`src/hdl/assert_macros.svh`:
```
// Assertion macros shared by the echo ranging RTL.
// Depends on nothing; included by the modules that carry checks.
`ifndef ASSERT_MACROS_SVH
`define ASSERT_MACROS_SVH
`ifndef NO_ASSERTIONS
// Same-cycle implication, disabled during reset
`define UERH_ASSERT_IMP(lbl, clk, rstn, ante, cons) \
    lbl: assert property (@(posedge clk) disable iff (!(rstn)) (ante) |-> (cons)) \
        else $error("uerh assertion failed");
// Next-cycle implication, disabled during reset
`define UERH_ASSERT_NXT(lbl, clk, rstn, ante, cons) \
    lbl: assert property (@(posedge clk) disable iff (!(rstn)) (ante) |=> (cons)) \
        else $error("uerh assertion failed");
`else
`define UERH_ASSERT_IMP(lbl, clk, rstn, ante, cons)
`define UERH_ASSERT_NXT(lbl, clk, rstn, ante, cons)
`endif
`endif

```
`src/hdl/uerh_pkg.sv`:
```
// Shared types and constants of the ultrasonic echo ranging block.
// No dependencies.
package uerh_pkg;

    // Configuration register indexes
    localparam logic [1:0] REG_MAX_ECHO = 2'd0;
    localparam logic [1:0] REG_SCALE    = 2'd1;
    localparam logic [1:0] REG_NEAR     = 2'd2;
    localparam logic [1:0] REG_FAR      = 2'd3;

    // Register reset values
    localparam logic [7:0]  RST_MAX_ECHO = 8'd12;
    localparam logic [7:0]  RST_SCALE    = 8'd34;
    localparam logic [15:0] RST_NEAR     = 16'd50;
    localparam logic [15:0] RST_FAR      = 16'd100;

    // Channel codes
    localparam logic CH_UPPER = 1'b0;
    localparam logic CH_LOWER = 1'b1;

    typedef struct packed {
        logic [7:0]  max_echo;
        logic [7:0]  scale;
        logic [15:0] near_limit;
        logic [15:0] far_limit;
    } t_cfg;

    // Classified edge passed from front to back
    typedef struct packed {
        logic       channel;
        logic       measure;
        logic [7:0] width;
    } t_evt;

endpackage

```
`src/hdl/uerh_front.sv`:
```
// Front end: accepts echo edges, keeps rise stamps, measures echo width.
// Depends on uerh_pkg and assert_macros.svh.
`include "assert_macros.svh"
module uerh_front #(
    parameter int TIME_BITS = 32
) (
    input  logic                 i_clk,
    input  logic                 i_rst_n,
    input  logic                 i_valid,
    output logic                 o_ready,
    input  logic                 i_channel,
    input  logic                 i_echo_level,
    input  logic [TIME_BITS-1:0] i_time_ms,
    input  logic [7:0]           i_max_echo,
    input  logic                 i_full,
    output logic                 o_push,
    output uerh_pkg::t_evt       o_evt
);
    import uerh_pkg::*;

    logic [TIME_BITS-1:0] r_stamp [2];
    logic [TIME_BITS-1:0] n_stamp [2];
    logic [TIME_BITS-1:0] w_stamp;
    logic [TIME_BITS-1:0] w_width;
    logic                 w_short;

    assign o_ready = !i_full;
    assign o_push  = i_valid && !i_full;

    // Width of the echo, wrapping modulo the timestamp range
    assign w_stamp = r_stamp[i_channel];
    assign w_width = i_time_ms - w_stamp;
    assign w_short = (w_width[TIME_BITS-1:8] == '0) && (w_width[7:0] < i_max_echo);

    always_comb begin
        o_evt.channel = i_channel;
        o_evt.width   = w_width[7:0];
        o_evt.measure = !i_echo_level && (w_stamp != '0) && w_short;
    end

    // Rise stores the stamp, fall clears it
    always_comb begin
        n_stamp = r_stamp;
        if (o_push) begin
            if (i_echo_level) begin
                n_stamp[i_channel] = i_time_ms;
            end else begin
                n_stamp[i_channel] = '0;
            end
        end
    end

    always_ff @(posedge i_clk) begin
        if (!i_rst_n) begin
            r_stamp[0] <= '0;
            r_stamp[1] <= '0;
        end else begin
            r_stamp <= n_stamp;
        end
    end

    `UERH_ASSERT_NXT(a_rise_upper, i_clk, i_rst_n,
        o_push && i_echo_level && (i_channel == CH_UPPER), r_stamp[0] == $past(i_time_ms))
    `UERH_ASSERT_NXT(a_fall_lower, i_clk, i_rst_n,
        o_push && !i_echo_level && (i_channel == CH_LOWER), r_stamp[1] == '0)

endmodule

```
`src/hdl/uerh_queue.sv`:
```
// Two-entry queue that decouples the front end from the back end.
// Depends on uerh_pkg and assert_macros.svh.
`include "assert_macros.svh"
module uerh_queue (
    input  logic           i_clk,
    input  logic           i_rst_n,
    input  logic           i_push,
    input  uerh_pkg::t_evt i_evt,
    output logic           o_full,
    input  logic           i_pop,
    output logic           o_avail,
    output uerh_pkg::t_evt o_evt
);
    import uerh_pkg::*;

    t_evt       r_mem [2];
    logic       r_wr;
    logic       r_rd;
    logic [1:0] r_count;

    assign o_full  = (r_count == 2'd2);
    assign o_avail = (r_count != 2'd0);
    assign o_evt   = r_mem[r_rd];

    // Storage
    always_ff @(posedge i_clk) begin
        if (i_push) begin
            r_mem[r_wr] <= i_evt;
        end
    end

    // Pointers and fill count
    always_ff @(posedge i_clk) begin
        if (!i_rst_n) begin
            r_wr    <= 1'b0;
            r_rd    <= 1'b0;
            r_count <= 2'd0;
        end else begin
            if (i_push) begin
                r_wr <= !r_wr;
            end
            if (i_pop) begin
                r_rd <= !r_rd;
            end
            case ({i_push, i_pop})
                2'b10:   r_count <= r_count + 2'd1;
                2'b01:   r_count <= r_count - 2'd1;
                default: r_count <= r_count;
            endcase
        end
    end

    `UERH_ASSERT_IMP(a_count_bound, i_clk, i_rst_n, 1'b1, r_count <= 2'd2)
    `UERH_ASSERT_IMP(a_pop_nonempty, i_clk, i_rst_n, i_pop, r_count != 2'd0)

endmodule

```
`src/hdl/uerh_back.sv`:
```
// Back end: scales widths into distances, runs the hysteresis flags, and
// holds the result register. Depends on uerh_pkg and assert_macros.svh.
`include "assert_macros.svh"
module uerh_back (
    input  logic           i_clk,
    input  logic           i_rst_n,
    input  logic           i_avail,
    input  uerh_pkg::t_evt i_evt,
    output logic           o_pop,
    input  uerh_pkg::t_cfg i_cfg,
    output logic           o_valid,
    input  logic           i_ready,
    output logic           o_out_channel,
    output logic [15:0]    o_distance,
    output logic           o_measured,
    output logic           o_upper_close,
    output logic           o_lower_open
);
    import uerh_pkg::*;

    logic [15:0] r_range [2];
    logic        r_close;
    logic        r_open;
    logic        r_valid;
    logic [15:0] w_prev;
    logic [15:0] w_cur;
    logic [15:0] w_prod;
    logic        n_close;
    logic        n_open;

    // Output register frees up when empty or being taken
    assign o_pop   = i_avail && (!r_valid || i_ready);
    assign o_valid = r_valid;

    // Width below 256 and scale below 256 always fit 16 bits
    assign w_prod = {8'd0, i_evt.width} * {8'd0, i_cfg.scale};
    assign w_prev = r_range[i_evt.channel];
    assign w_cur  = i_evt.measure ? w_prod : w_prev;

    // Hysteresis on the channel of this transaction
    always_comb begin
        n_close = r_close;
        n_open  = r_open;
        if (i_evt.channel == CH_UPPER) begin
            if ((w_cur < i_cfg.near_limit) && (w_prev > i_cfg.far_limit)) begin
                n_close = 1'b1;
            end
            if (w_cur > i_cfg.far_limit) begin
                n_close = 1'b0;
            end
        end else begin
            if ((w_prev < i_cfg.near_limit) && (w_cur > i_cfg.far_limit)) begin
                n_open = 1'b1;
            end
            if (w_cur < i_cfg.near_limit) begin
                n_open = 1'b0;
            end
        end
    end

    // Channel state and valid flag
    always_ff @(posedge i_clk) begin
        if (!i_rst_n) begin
            r_range[0] <= '0;
            r_range[1] <= '0;
            r_close    <= 1'b1;
            r_open     <= 1'b0;
            r_valid    <= 1'b0;
        end else begin
            if (o_pop) begin
                r_range[i_evt.channel] <= w_cur;
                r_close                <= n_close;
                r_open                 <= n_open;
                r_valid                <= 1'b1;
            end else if (i_ready) begin
                r_valid <= 1'b0;
            end
        end
    end

    // Result payload
    always_ff @(posedge i_clk) begin
        if (o_pop) begin
            o_out_channel <= i_evt.channel;
            o_distance    <= w_cur;
            o_measured    <= i_evt.measure;
            o_upper_close <= n_close;
            o_lower_open  <= n_open;
        end
    end

    `UERH_ASSERT_NXT(a_pop_fills, i_clk, i_rst_n, o_pop, r_valid)
    `UERH_ASSERT_NXT(a_range_kept, i_clk, i_rst_n,
        o_pop && !i_evt.measure && (i_evt.channel == CH_UPPER), r_range[0] == $past(r_range[0]))

endmodule

```
`src/hdl/ultrasonic_echo_range_hysteresis_top.sv`:
```
// Two-channel ultrasonic echo ranging with hysteresis flags. Accepts one echo
// edge transaction per clock while the queue has room and returns one result
// transaction for each, in order; an accepted edge passes through the queue into
// the output register, from which its result is offered. Sustained throughput is
// one transaction per cycle while the output side is not stalled, set by the
// rise-stamp update in the front end and the distance and flag update in the back
// end; a two-entry queue between them and the output register let either side
// stall alone. Configuration writes are taken at any time but should be made only
// while the block is idle.
// Depends on uerh_pkg, uerh_front, uerh_queue and uerh_back.
module ultrasonic_echo_range_hysteresis_top #(
    parameter int TIME_BITS = 32
) (
    input  logic                 i_clk,
    input  logic                 i_rst_n,
    input  logic                 i_cfg_wr_en,
    input  logic [1:0]           i_cfg_index,
    input  logic [15:0]          i_cfg_wdata,
    input  logic                 i_valid,
    output logic                 o_ready,
    input  logic                 i_channel,
    input  logic                 i_echo_level,
    input  logic [TIME_BITS-1:0] i_time_ms,
    output logic                 o_valid,
    input  logic                 i_ready,
    output logic                 o_out_channel,
    output logic [15:0]          o_distance,
    output logic                 o_measured,
    output logic                 o_upper_close,
    output logic                 o_lower_open
);
    import uerh_pkg::*;

    t_cfg r_cfg;
    t_evt w_front_evt;
    t_evt w_queue_evt;
    logic w_push;
    logic w_full;
    logic w_pop;
    logic w_avail;

    // Configuration registers
    always_ff @(posedge i_clk) begin
        if (!i_rst_n) begin
            r_cfg.max_echo   <= RST_MAX_ECHO;
            r_cfg.scale      <= RST_SCALE;
            r_cfg.near_limit <= RST_NEAR;
            r_cfg.far_limit  <= RST_FAR;
        end else if (i_cfg_wr_en) begin
            unique case (i_cfg_index)
                REG_MAX_ECHO: r_cfg.max_echo   <= i_cfg_wdata[7:0];
                REG_SCALE:    r_cfg.scale      <= i_cfg_wdata[7:0];
                REG_NEAR:     r_cfg.near_limit <= i_cfg_wdata;
                REG_FAR:      r_cfg.far_limit  <= i_cfg_wdata;
                default:      r_cfg            <= r_cfg;
            endcase
        end
    end

    uerh_front #(
        .TIME_BITS (TIME_BITS)
    ) u_front (
        .i_clk        (i_clk),
        .i_rst_n      (i_rst_n),
        .i_valid      (i_valid),
        .o_ready      (o_ready),
        .i_channel    (i_channel),
        .i_echo_level (i_echo_level),
        .i_time_ms    (i_time_ms),
        .i_max_echo   (r_cfg.max_echo),
        .i_full       (w_full),
        .o_push       (w_push),
        .o_evt        (w_front_evt)
    );

    uerh_queue u_queue (
        .i_clk   (i_clk),
        .i_rst_n (i_rst_n),
        .i_push  (w_push),
        .i_evt   (w_front_evt),
        .o_full  (w_full),
        .i_pop   (w_pop),
        .o_avail (w_avail),
        .o_evt   (w_queue_evt)
    );

    uerh_back u_back (
        .i_clk         (i_clk),
        .i_rst_n       (i_rst_n),
        .i_avail       (w_avail),
        .i_evt         (w_queue_evt),
        .o_pop         (w_pop),
        .i_cfg         (r_cfg),
        .o_valid       (o_valid),
        .i_ready       (i_ready),
        .o_out_channel (o_out_channel),
        .o_distance    (o_distance),
        .o_measured    (o_measured),
        .o_upper_close (o_upper_close),
        .o_lower_open  (o_lower_open)
    );

endmodule
```
`config.mk`:
```
export PLATFORM = sky130hd
export DESIGN_NAME = ultrasonic_echo_range_hysteresis_top
export DESIGN_NICKNAME = d
export VERILOG_FILES = /design/src/hdl/uerh_pkg.sv /design/src/hdl/uerh_front.sv /design/src/hdl/uerh_queue.sv /design/src/hdl/uerh_back.sv /design/src/hdl/ultrasonic_echo_range_hysteresis_top.sv
export VERILOG_INCLUDE_DIRS = /design/src /design/src/hdl
export SDC_FILE = /design/constraint.sdc
export NUM_CORES = 1
export LEC_CHECK = 0
export BUFFER_PORTS_ARGS = -buffer_cell sky130_fd_sc_hd__buf_2
export CORE_UTILIZATION = 56
export DETAILED_ROUTE_END_ITERATION = 16
export GPL_TIMING_DRIVEN = 0
export PLACE_DENSITY_LB_ADDON = 0.12
export SYNTH_ARGS = -nofsm -noshare
export SYNTH_HDL_FRONTEND = slang
export SYNTH_SLANG_ARGS = --single-unit
```
`constraint.sdc`:
```
create_clock -name i_clk -period 5.9 [get_ports i_clk]
set_clock_uncertainty 0.05 [all_clocks]
set_input_delay 0 -clock i_clk [delete_from_list [all_inputs] [get_ports i_clk]]
set_output_delay 0 -clock i_clk [all_outputs]
set_load 0.005 [all_outputs]
```
=== After elaboration in Yosys (flattened, before gate mapping) ===
Memory sizes are Yosys's and may differ from the RTL's. A register that Yosys moved wholly into a read port is not among the register bits.
Cells that the tools add are included.

* Bits in registers: 139
* Memory bits (writable): 52
* Bits of input ports: 57
* Output and inout port bits: 22
* Logic and storage cells: 92
* Memories kept: 2

* Add/sub/neg operators: 3
* $mul: 1
* Order comparisons: 7
* Equality and inequality tests: 6
* Mux-type cells: 28
* Bitwise logic cells: 3
* Reduce and logical (&&, ||, !) cells: 25

{| class="wikitable"
|+ Memory list
! memory !! depth !! width !! rd ports !! clocked after memory_dff !! wr ports !! line !! text
|-
| u_back.r_range || 2 || 16 || 1 || 0 || 2 || uerh_back.sv:21 || <nowiki>logic [15:0] r_range [2];</nowiki>
|-
| u_queue.r_mem || 2 || 10 || 1 || 1 || 1 || uerh_queue.sv:16 || <nowiki>t_evt r_mem [2];</nowiki>
|}

{| class="wikitable"
|+ Operators by type and width
! cell !! number
|-
| 32-bit two-way mux || 4
|-
| 64-bit AND || 1
|-
| 64-bit bitwise mux || 1
|-
| 64-bit two-way mux || 1
|-
| 64-bit NOT || 1
|-
| 32-bit demux with 1-bit select || 1
|-
| 16-bit > comparator || 2
|-
| 16-bit < comparator || 2
|-
| 16-bit two-way mux || 2
|-
| 32-bit nonzero test || 1
|-
| 32-bit subtractor || 1
|-
| 24-bit logical NOT || 1
|-
| 1-bit two-way mux || 18
|-
| 8-bit by 8-bit multiplier with 16-bit output || 1
|-
| 16-bit OR reduction || 1
|-
| 2-bit equality test, second input constant || 4
|-
| 1-bit logical AND || 8
|-
| 8-bit < comparator || 1
|-
| 2-bit AND reduction || 4
|-
| 2-bit nonzero test || 3
|-
| 1-bit logical NOT || 5
|-
| 2-bit by 1-bit equality test with 1-bit output, second input constant || 2
|-
| 2-bit one-hot mux with 2 select lines || 1
|-
| 2-bit by 1-bit adder with 2-bit output, second input constant || 1
|-
| other kinds (6) || 6
|}

=== Depth between registers and ports, before layout ===
* Word-level depth: 8
* Gate-level depth with buffers: 30
* Gate-level depth less buffers: 29

=== By module ===
A second synthesis with hierarchy kept.

* Cell total of the unflattened synthesis: 1502
* Area, all modules: 13888.3 sq um

{| class="wikitable"
|+ Modules (own cells, without submodules)
! module !! instances !! cells an instance !! area an instance (sq um)
|-
| uerh_back || 1 || 615 || 6017.0
|-
| uerh_front || 1 || 650 || 5084.9
|-
| ultrasonic_echo_range_hysteresis_top || 1 || 184 || 1849.3
|-
| uerh_queue || 1 || 53 || 937.1
|}

=== Worst setup path before layout ===
OpenSTA, ideal clock, no wires.

* Path type: flip-flop to flip-flop
* From: register (tool-made name)
* To: register u_back.o_lower_open (data pin)
* Arrival: 6.055 ns
* Data required time: 5.590 ns
* Path slack: -0.465 ns
* Stages on the path, launching flop included: 29
* Path buffers: 1
* Period minus slack after synthesis: 6.365 ns
* Cell sequence: dfxtp_1 -> buf_4 -> mux2i_1 -> nand2b_1 -> fa_1 -> fa_1 -> inv_1 -> fa_1 -> inv_1 -> fa_1 -> inv_1 -> ha_1 -> nor2b_1 -> o21a_1 -> nor2_1 -> xnor2_1 -> o21ai_0 -> inv_1 -> ha_1 -> a21o_1 -> a21o_1 -> a21o_1 -> a21oi_1 -> o21ai_0 -> a211o_1 -> o21ai_0 -> nor2_1 -> a21oi_1 -> nor2_1

{| class="wikitable"
|+ RTL lines
! item !! line !! text
|-
| end signal: assignment || uerh_back.sv:88 || <nowiki>o_lower_open <= n_open;</nowiki>
|-
| end: declaration || uerh_back.sv:17 || <nowiki>output logic o_lower_open</nowiki>
|}

==> run summary <==
- **Via-to-Cell Ratio** 5.780
- **Synth Warn #** 0
- **number of placement rows** 56
- **WL final** 37780 um
- **register area share after synthesis** 33.97%
- **worst reg2reg setup slack** -0.50 ns
- **DIE AREA** 0.02461 mm2
- **static leakage power** 0.006806 uW
- **CTS tree** yes
- **CP required** 6.05 ns
- **total routing usage reported by global routing** 31.54%
- **area share of the leading cell type in the synthesized netlist** 17.88%
- **initial core utilization** 57.24%
- **global-route wire length before repair** 59880 um
- **status** finished, violations left
- **fraction of layout instances using a drive strength above 1** 14.14%
- **violated checks** negative setup slack
- **placeable core region** 0.02347 mm2
- **Reg2Reg Capture Point** u_back.o_upper_close
- **Distinct cells, synth** 69
- **vias post-DR** 11650
- **placed wire-length estimate** 27660 um
- **clock transition at the registers of the reported paths** 0.08 ns
- **sum of overflow across all layers after global routing** 0
- **highest clock frequency the design can meet** 156.2 MHz
- **cell types occupying the most area after synthesis** dfxtp_1 (18%), edfxtp_1 (16%), ha_1 (13%)
- **number of clock sinks seen by CTS** 192
- **setup TNS after final layout** -1.754 ns
- **highest metal layer used by the detailed router** met4
- **vias in the first global route** 11630
- **worst min-delay path class** in -> reg
- **fin nets** 1915
- **total of endpoints with negative setup slack in the final report** 4
- **Final Slew Violations** 0
- **antenna cell count** 0
- **routed wl met2** 19520 um
- **fin crit share** 108.5%
- **overall power** 5826 uW
- **Netlist Area Pre-Place** 0.01344 mm2
- **WL met3** 1549 um
- **library cell occupying the most area in the post-synthesis netlist** dfxtp_1
- **maximum fanout along the worst path** 5
- **net count after synthesis** 1733
- **worst skew pair latency** 0.46 ns
- **library cell contributing the largest single delay on the critical path** fa_1
- **setup repair after global routing missed its margin** yes
- **Max clock buf depth** 2
- **normalized max-slew margin** 3.604%
- **DP Worst Slack** -0.8550 ns
- **standard cell area after detailed placement** 0.01437 mm2
- **Port Buf Inserts** 77
- **Routability Congestion** 0.9337
- **pin count of the biggest net entering global routing** 28
- **proportion of register bits with asynchronous set or reset after synthesis** 0%
- **worst stage delay on the critical path** 0.54 ns
- **count of mapped cells out of synthesis** 1502
- **H-tree depth** 4
- **post-route cell area** 0.01616 mm2
- **Worst Setup EP** u_back.o_upper_close
- **residual DRC count** 0
- **post-synthesis register bit count** 192
- **dominant synthesized flop cell** dfxtp_1
- **EDFF count, synth** 72
- **post-route core utilization** 68.85%
- **category of the worst setup path launch point** flop
- **final critical-path required period** 6.401 ns
- **Root Buffer** clkbuf_16
- **hold violation count in the final report** 0
- **height of the chip** 156.9 um
- **max-capacitance violation count** 0
- **total power density per cell area** 360.5 mW/mm2
- **critical path data arrival time** 6.55 ns
- **min setup slack post-route** -0.5010 ns
- **relative area change from synthesis to final layout** 20.28%
- **number of I/O pins** 79
- **Routed WL per cell** 18.74 um
- **sort of element at the end of the critical path** flop
- **die extent in x** 156.9 um
- **number of DRC violations after detailed-routing iteration 0** 823
- **Pre-Repair DR Iteration Count** 6
- **largest vdd supply drop** 0.2152 mV
- **CTS buffer count** 17
- **reg2reg path depth** 28
- **transition at the pin with the smallest max-transition slack** 1.406 ns
- **classification of the worst setup path** reg -> reg
- **number of antenna violations at the first check in global routing** 0
- **syn_area_per_cell** 8.945 um2
- **number of antenna-violating nets in the routed design** 0
- **CP dominant cell by count** fa_1
- **routed length on met1** 15220 um
==> power by group <==
| group | internal [uW] | leakage, uW | total [uW] | switching (uW) |
|---|---|---|---|---|
| Sequential | 1620 | 0.00169 | 1700 | 80.4 |
| Combinational | 1210 | 0.00481 | 2870 | 1660 |
| Clock | 659 | 0.000309 | 1260 | 598 |
==> through the flow <==
step	instances	hold slack [ns]
6_report	2016	0.03285
4_1_cts	2015	0.008857
3_5_place_dp	1898	0.1803
3_3_place_gp	1898	0.1752
5_1_grt	2016	0.05484
2_1_floorplan	1502	0.04887
==> cells in the final DEF (no fill, tap or decap), drive strengths merged, types with 4 or more instances in the layout <==
master / n
inv: 138
a31oi: 5
clkinv: 4
o21ai: 49
nor2: 79
nor2b: 86
dfxtp: 120
and2: 8
edfxtp: 72
nand4: 18
fa: 37
dlygate4sd3: 50
nor4: 17
o211ai: 14
nor3: 11
or2: 4
nand2: 182
a21o: 27
and3: 7
nor3b: 5
mux2i: 67
nand3b: 6
a211oi: 9
o21a: 10
or3: 4
xor2: 9
nand2b: 14
a21boi: 94
a21oi: 69
nand3: 83
xnor2: 21
buf: 119
a211o: 7
clkbuf: 71
o2111ai: 4
ha: 137
o21bai: 5
==> synth_stat cells, drive strengths merged (5+ instances only) <==
cell type / count
nand4: 18
nor3b: 5
nor3: 11
xnor2: 21
nor2b: 86
nor2: 79
dfxtp: 120
a21o: 27
nor4: 17
mux2i: 67
and2: 8
a211o: 7
a21boi: 94
o21ai: 49
fa: 37
nand3b: 6
o21a: 10
o21bai: 5
inv: 130
nand2: 182
buf: 6
nand3: 83
xor2: 9
a31oi: 5
edfxtp: 72
clkbuf: 53
and3: 7
a211oi: 9
nand2b: 14
o211ai: 14
a21oi: 69
ha: 137
==> layer usage <==
layer  global-route usage [%]  up-vias
li1                         -     5606
met1                    36.78     5592
met2                    57.78      364
met3                    3.359       90
met4                    14.71        0
met5                        0        -
==> area by class of cell <==
class / count / area (um2)
Buffer: 61 / 265.3
Clock buffer: 18 / 429.2
Clock inverter: 14 / 207.7
Fill cell: 1915 / 7312
Inverter: 130 / 488.0
Multi-Input combinational cell: 1119 / 8568
Sequential cell: 192 / 4568
Tap cell: 319 / 399.1
Timing Repair Buffer: 163 / 1235
==> what timing repair did <==
action                                  in CTS  in global routing
gates cloned                                 1                  0
endpoints found under the setup margin       4                  6
setup buffers                               35                  5
gates resized for setup                     55                 30
hold endpoints to repair                   115                  0
pin swaps                                   26                 21
hold buffers                                50                  0
==> worst max-delay path: cells and delay by family, from the launching register on <==
family / cells / cell delay, ns
AO/OA/AOI/OAI: 7 / 1.07
adder cells (fa/ha/maj): 6 / 2.46
multiplexers: 2 / 0.58
buffers and inverters: 6 / 0.51
XOR/XNOR: 1 / 0.17
AND/OR/NAND/NOR: 6 / 0.91
flip-flops: 1 / 0.39
==> how the worst min path moves through the flow <==
stage                   startpoint                  end  slack, ns  depth (start not counted)
floorplan                i_channel  u_queue.r_mem[0][9]       0.05                          0
global placement         i_channel  u_queue.r_mem[1][9]       0.18                          1
detailed placement       i_channel  u_queue.r_mem[1][9]       0.18                          1
CTS                 i_cfg_index[1]             r_cfg[4]      0.009                          4
global route        i_cfg_index[1]             r_cfg[4]       0.05                          4
finish                 i_cfg_wr_en             r_cfg[4]       0.03                          4
==> cells by family after synthesis <==
logic type	after synthesis	share of synthesized area, %
AO/OA/AOI/OAI	317	15.87
AND/OR/NAND/NOR	530	19.25
buffers and inverters	191	5.513
XOR/XNOR	30	1.956
multiplexers	68	5.169
flip-flops	192	33.97
adder cells (fa/ha/maj)	174	18.27
==> state kept, by name, summed over array words and instances (netlist names), named ones only <==
register              cells
u_back.o_valid            1
u_back.o_measured         1
u_queue.r_rd              1
u_back.o_lower_open       1
u_back.o_upper_close      1
u_queue.r_mem            20
u_queue.r_wr              1
u_back.o_out_channel      1
u_queue.r_count           2
u_back.r_open             1
u_front.r_stamp          64
u_back.o_distance        16
r_cfg                    48
u_back.r_close            1
u_back.r_range           32
Note: power is estimated with default switching activity, not from simulation.
